<file path="src/hw/rtl/contour_edge_finder_top_assert.svh">
// Assertion helpers for the RTL files; only ctef_back includes them.
`ifndef CONTOUR_EDGE_FINDER_TOP_ASSERT_SVH
`define CONTOUR_EDGE_FINDER_TOP_ASSERT_SVH

// same-cycle implication
`define CTEF_ASSERT_IMP(lbl, clk, rst_n, ante, cons) \
    lbl: assert property (@(posedge clk) disable iff (!rst_n) (ante) |-> (cons)) \
        else $error("assertion failed");

// next-cycle implication
`define CTEF_ASSERT_NXT(lbl, clk, rst_n, ante, cons) \
    lbl: assert property (@(posedge clk) disable iff (!rst_n) (ante) |=> (cons)) \
        else $error("assertion failed");

`endif

</file>
<file path="src/hw/rtl/ctef_pkg.sv">
package ctef_pkg;

    localparam int IN_W    = 16;
    localparam int ID_W    = 8;
    localparam int DIST_W  = 2 * IN_W + 1;
    localparam int Q_DEPTH = 4;

    typedef logic [1:0] t_kind;

    localparam t_kind K_REF  = 2'd0;
    localparam t_kind K_PT   = 2'd1;
    localparam t_kind K_LAST = 2'd2;

    typedef struct packed {
        logic [IN_W-1:0] y;
        logic [IN_W-1:0] x;
    } t_pt;

    typedef struct packed {
        t_kind           kind;
        t_pt             pt;
        logic [ID_W-1:0] cid;
    } t_item;

    // distance pipe output toward the compare logic
    typedef struct packed {
        logic              v;
        logic              tag;
        t_pt               pt;
        logic [DIST_W-1:0] dsq;
    } t_dres;

    typedef struct packed {
        logic [ID_W-1:0] id;
        t_pt             start_pt;
        t_pt             end_pt;
        logic            ovf;
    } t_res;

endpackage

</file>
<file path="src/hw/rtl/ctef_if.sv">
interface ctef_in_if import ctef_pkg::*; ();
    logic            valid;
    logic            ready;
    logic            mode;
    logic [IN_W-1:0] x;
    logic [IN_W-1:0] y;
    logic [ID_W-1:0] contour_id;
    logic            last_point;

    modport source (output valid, mode, x, y, contour_id, last_point, input ready);
    modport sink   (input valid, mode, x, y, contour_id, last_point, output ready);
endinterface


</file>
<file path="src/hw/rtl/ctef_front.sv">
module ctef_front import ctef_pkg::*; #(
    parameter int COORD_BITS = 16
) (
    input  logic           i_clk,
    input  logic           i_rst_n,
    ctef_in_if.sink        i_in,
    output logic           o_head_v,
    output t_item          o_head,
    input  logic           i_pop
);

    localparam int QAW = $clog2(Q_DEPTH);
    localparam logic [IN_W-1:0] CMASK = (COORD_BITS >= IN_W) ? {IN_W{1'b1}} :
        IN_W'((32'd1 << COORD_BITS) - 32'd1);

    t_item          r_q [Q_DEPTH];
    logic [QAW-1:0] r_wp, r_rp;
    logic [QAW:0]   r_cnt;
    logic           push;
    t_item          n_item;

    assign i_in.ready = (r_cnt != (QAW+1)'(Q_DEPTH));
    assign push       = i_in.valid & i_in.ready;

    always_comb begin
        n_item.pt.x = i_in.x & CMASK;
        n_item.pt.y = i_in.y & CMASK;
        n_item.cid  = i_in.contour_id;
        if (!i_in.mode) begin
            n_item.kind = K_REF;
        end else if (i_in.last_point) begin
            n_item.kind = K_LAST;
        end else begin
            n_item.kind = K_PT;
        end
    end

    always_ff @(posedge i_clk) begin
        if (!i_rst_n) begin
            r_wp  <= '0;
            r_rp  <= '0;
            r_cnt <= '0;
        end else begin
            if (push) begin
                r_wp <= r_wp + 1'b1;
            end
            if (i_pop) begin
                r_rp <= r_rp + 1'b1;
            end
            case ({push, i_pop})
                2'b10:   r_cnt <= r_cnt + 1'b1;
                2'b01:   r_cnt <= r_cnt - 1'b1;
                default: r_cnt <= r_cnt;
            endcase
        end
        if (push) begin
            r_q[r_wp] <= n_item;
        end
    end

    assign o_head_v = (r_cnt != '0);
    assign o_head   = r_q[r_rp];

endmodule

</file>
<file path="src/flat_wrapper.sv">
// flat-port wrapper written by rule: the top's interface ports become plain ports
module ctef_front_flat import ctef_pkg::*;
#(
    parameter int COORD_BITS = 16
)
  (i_clk, i_rst_n, o_head_v, o_head, i_pop, i_in_valid, i_in_mode, i_in_x, i_in_y, i_in_contour_id, i_in_last_point, i_in_ready);
  ctef_in_if i_in_i ();
  input  logic i_clk;
  input  logic i_rst_n;
  output logic o_head_v;
  output t_item o_head;
  input  logic i_pop;
  input wire logic [$bits(i_in_i.valid)-1:0] i_in_valid;
  input wire logic [$bits(i_in_i.mode)-1:0] i_in_mode;
  input wire logic [$bits(i_in_i.x)-1:0] i_in_x;
  input wire logic [$bits(i_in_i.y)-1:0] i_in_y;
  input wire logic [$bits(i_in_i.contour_id)-1:0] i_in_contour_id;
  input wire logic [$bits(i_in_i.last_point)-1:0] i_in_last_point;
  output wire logic [$bits(i_in_i.ready)-1:0] i_in_ready;
  assign i_in_i.valid = i_in_valid;
  assign i_in_i.mode = i_in_mode;
  assign i_in_i.x = i_in_x;
  assign i_in_i.y = i_in_y;
  assign i_in_i.contour_id = i_in_contour_id;
  assign i_in_i.last_point = i_in_last_point;
  assign i_in_ready = i_in_i.ready;
  ctef_front #(.COORD_BITS(COORD_BITS)) u_core (.i_clk(i_clk), .i_rst_n(i_rst_n), .i_in(i_in_i), .o_head_v(o_head_v), .o_head(o_head), .i_pop(i_pop));
endmodule
</file>
<file path="config.mk">
export PLATFORM = sky130hd
export DESIGN_NAME = ctef_front_flat
export DESIGN_NICKNAME = d
export VERILOG_FILES = /design/src/hw/rtl/contour_edge_finder_top_assert.svh /design/src/hw/rtl/ctef_pkg.sv /design/src/hw/rtl/ctef_if.sv /design/src/hw/rtl/ctef_front.sv /design/src/flat_wrapper.sv
export SDC_FILE = /design/constraint.sdc
export NUM_CORES = 1
export LEC_CHECK = 0
export BUFFER_PORTS_ARGS = -buffer_cell sky130_fd_sc_hd__buf_4
export CORE_MARGIN = 10
export CORE_UTILIZATION = 30
export DETAILED_ROUTE_END_ITERATION = 10
export GPL_TIMING_DRIVEN = 0
export SKIP_CTS_REPAIR_TIMING = 1
export SYNTH_ARGS = -nofsm -noshare
export SYNTH_HDL_FRONTEND = slang
export SYNTH_SLANG_ARGS = --single-unit
</file>
<file path="constraint.sdc">
create_clock -name i_clk -period 4.21 [get_ports i_clk]
set_input_delay 0.421 -clock i_clk [delete_from_list [all_inputs] [get_ports i_clk]]
set_output_delay 0.421 -clock i_clk [all_outputs]
set_load 0.02 [all_outputs]
</file>
==> impl_metrics.tcl <==
set metrics [dict create \
    yosys.cell_count.top_type "edfxtp_1" \
    clk-insertion-delay-late_ns 0.42 \
    timing.final.setup_violations 0 \
    rrSetupSlack_ns 1.70 \
    core_sq_um 21700 \
    worst_pin_slew_ns 0.696 \
    worstHoldPathCells 1 \
    r2r_cells 8 \
    yosys.area.top_type "edfxtp_1" \
    number_of_enable_flip_flop_cells_after_synthesis 168 \
    synth.yosys.seq_area_share_pct 79.4 \
    drt-wirelength-per-cell_um 18.7 \
    detail_route.iter0.violations 173 \
    pwr_density_cell_nw_per_um2 508 \
    vdd.ir_drop.worst_mv 0.223 \
    cp_data_arrival_time_ns 2.84 \
    cts_root_buf "clkbuf_16" \
    drt_pre_antenna_iters 4 \
    crit_family "compound AO/OA/AOI/OAI gates" \
    antenna_found_initial 0 \
    cts_max_level 4 \
    synth.top_cells.by_count "168 x edfxtp_1, 40 x mux4_2, 9 x and2_1, 9 x dfxtp_1, 6 x nand2_1" \
    timing.critical_path.required_ns 4.54 \
    drv.max_cap_violation_count 0 \
    areaGrowthSynthToFinish_pct 24.8 \
    hpwl_um 8420 \
    maxClockFrequency_mhz 398 \
    worst-path-max-fanout 7 \
    ys_ff_latch 177 \
    place_congestion 0.653 \
    fin_setup_tns_ns 0 \
    rr_startpoint "u_core.r_cnt[0]" \
    finalHoldViolCount 0 \
    timing.clock.skew_ns 0.0102 \
    nNetsFinal 432 \
    clock_transition_at_path_regs_ns 0.07 \
    stdcell_count 672 \
    clock_tree.buffer_depth 2 \
    finish.instance_area_sq_um 8220 \
    first_global_vias 3387 \
    grt.total_usage_pct 9.00 \
    starting_density_pct 30.4 \
    crit_path_end_kind "flop" \
    cts.sinks 177 \
    rsz0062_at_grt "false" \
    postRouteWirelength_um 12600 \
    boundaryPins 90 \
    critical-path-max-stage-delay_ns 0.49 \
    timing.critical_path.slowest_stage_cell "a21boi_1" \
    syn_area_per_cell_sq_um 24.5 \
    io_buffer_count 88 \
    final_period_minus_worst_setup_slack_ns 2.51 \
    drive_above_1_share_pct 44.1 \
    power_leakage_nw 2.77 \
    max-slew-margin-rel_pct 53.6 \
    globalRoute.totalOverflow 0 \
    cts_inserted_buffers 17 \
    floorplan.die.height_um 168 \
    ys_types 22 \
    fp.dieArea_sq_um 28300 \
    timing.final.max_slew_violations 0 \
    fp-row-count 54 \
    reg_to_reg_end "u_core.r_cnt[2]" \
    finalCoreUtilization_pct 37.9 \
    placed_area_sq_um 7680 \
    grt_start_max_net_pins 23 \
    netlist_instances 269 \
    timing.critical_path.from_type "flop" \
    syn_area_sq_um 6580 \
    area_share_of_the_leading_cell_type_in_the_synthesized_netlist_pct 76.6 \
    synthesis.yosys.warnings 0 \
    grt_pass1_wl_um 19400 \
    count_of_unresolved_drc_violations_after_routing 0 \
    ys_top_cells_by_area "edfxtp_1 77%, mux4_2 14%, dfxtp_1 2.7%" \
    synth_flop_cell "edfxtp_1" \
    routed_via_density 4.45 \
    status "finished clean" \
    worst_hold_path_type "input port to flop" \
    final.period_utilization_pct 59.6 \
    topRoutingLayerUsed "met4" \
    cp_cell_sequence "nor2_1, a21boi_1, inv_1, ha_1, fa_1, xnor2_1, or3_1, a21boi_0" \
    met3RoutedLength_um 559 \
    diodes 0 \
    critPathKind "flop to flop" \
    route.antenna.remaining_nets 0 \
    dr_total_vias 2988 \
    met2_wirelength_um 6560 \
    timing.critical_path.buf_inv 1 \
    holdPathEnd "u_core.r_q[3][16]" \
    synth_nets 321 \
    met1Wirelength_um 5320 \
    cts_tree "yes" \
    worst_hold_startpoint "i_in_x[8]" \
    synth-async-reset-ratio_pct 0 \
    die_w_um 168 \
    placed_cells 641 \
]
-- stage by stage --
step	setup slack (ns)	power, W	hold WS, ns
after global routing	1.50	0.00435	0.175
final	1.70	0.00417	0.201
after floorplan	1.90	0.00250	0.468
after detailed placement	1.69	0.00279	0.513
after CTS	1.67	0.00425	0.177
after global placement	0.928	0.00275	0.477
-- flip-flops by register name (all words and copies together) (netlist names), named ones only --
signal        count
u_core.r_wp       2
u_core.r_q      168
u_core.r_rp       2
u_core.r_cnt      3
-- logic make-up after synthesis --
logic type               synth area share [%]
buffers and inverters                    1.98
AND/OR/NAND/NOR                          1.63
multiplexers                             14.9
flip-flops                               79.4
AO/OA/AOI/OAI                           0.304
XOR/XNOR                                0.532
adder cells (fa/ha/maj)                  1.25
-- layout make-up --
type | count | area [sq um]
Sequential cell | 177 | 5230
Buffer | 11 | 119
Clock inverter | 14 | 114
Fill cell | 1958 | 13500
Tap cell | 280 | 350
Multi-Input combinational cell | 78 | 1230
Timing Repair Buffer | 92 | 741
Clock buffer | 17 | 425
Inverter | 3 | 11.3
-- cell usage in the layout, fill, tap and decap left out, drive strengths merged --
master    instances
clkbuf           19
ha                5
nor2              1
clkinv            7
and2              9
buf             101
xor2              1
inv               6
o21ai             1
xnor2             3
bufinv            1
clkinvlp          3
or3               2
fa                1
nor2b             2
mux2i             3
mux4             42
a21boi            2
nand2             6
edfxtp          168
dfxtp             9
-- worst max-delay path by stage --
| stage | endpoint | from | cells after the start | slack [ns] |
|---|---|---|---|---|
| 3_5_place_dp | u_core.r_cnt[2] | u_core.r_cnt[0] | 8 | 1.69 |
| 5_1_grt | u_core.r_cnt[2] | u_core.r_cnt[0] | 8 | 1.50 |
| 6_report | u_core.r_cnt[2] | u_core.r_cnt[0] | 8 | 1.70 |
| 2_1_floorplan | u_core.r_q[0][0] | u_core.r_cnt[0] | 3 | 1.90 |
| 4_1_cts | u_core.r_cnt[2] | u_core.r_cnt[0] | 8 | 1.67 |
| 3_3_place_gp | u_core.r_q[1][1] | i_in_valid | 3 | 0.93 |
-- power breakdown --
part	internal (W)	switching [W]	leakage [nW]	total, W
Clock	0.000807	0.000636	0.258	0.00144
Combinational	0.000292	0.000335	0.896	0.000627
Sequential	0.00207	0.0000337	1.62	0.00210
-- layer usage --
| layer | global-route usage [%] | vias up |
|---|---|---|
| met5 | 0 | - |
| met4 | 2.73 | 0 |
| met3 | 3.31 | 10 |
| met2 | 15.2 | 55 |
| met1 | 10.5 | 1582 |
| li1 | - | 1341 |
Note: power is estimated with default switching activity, not from simulation.
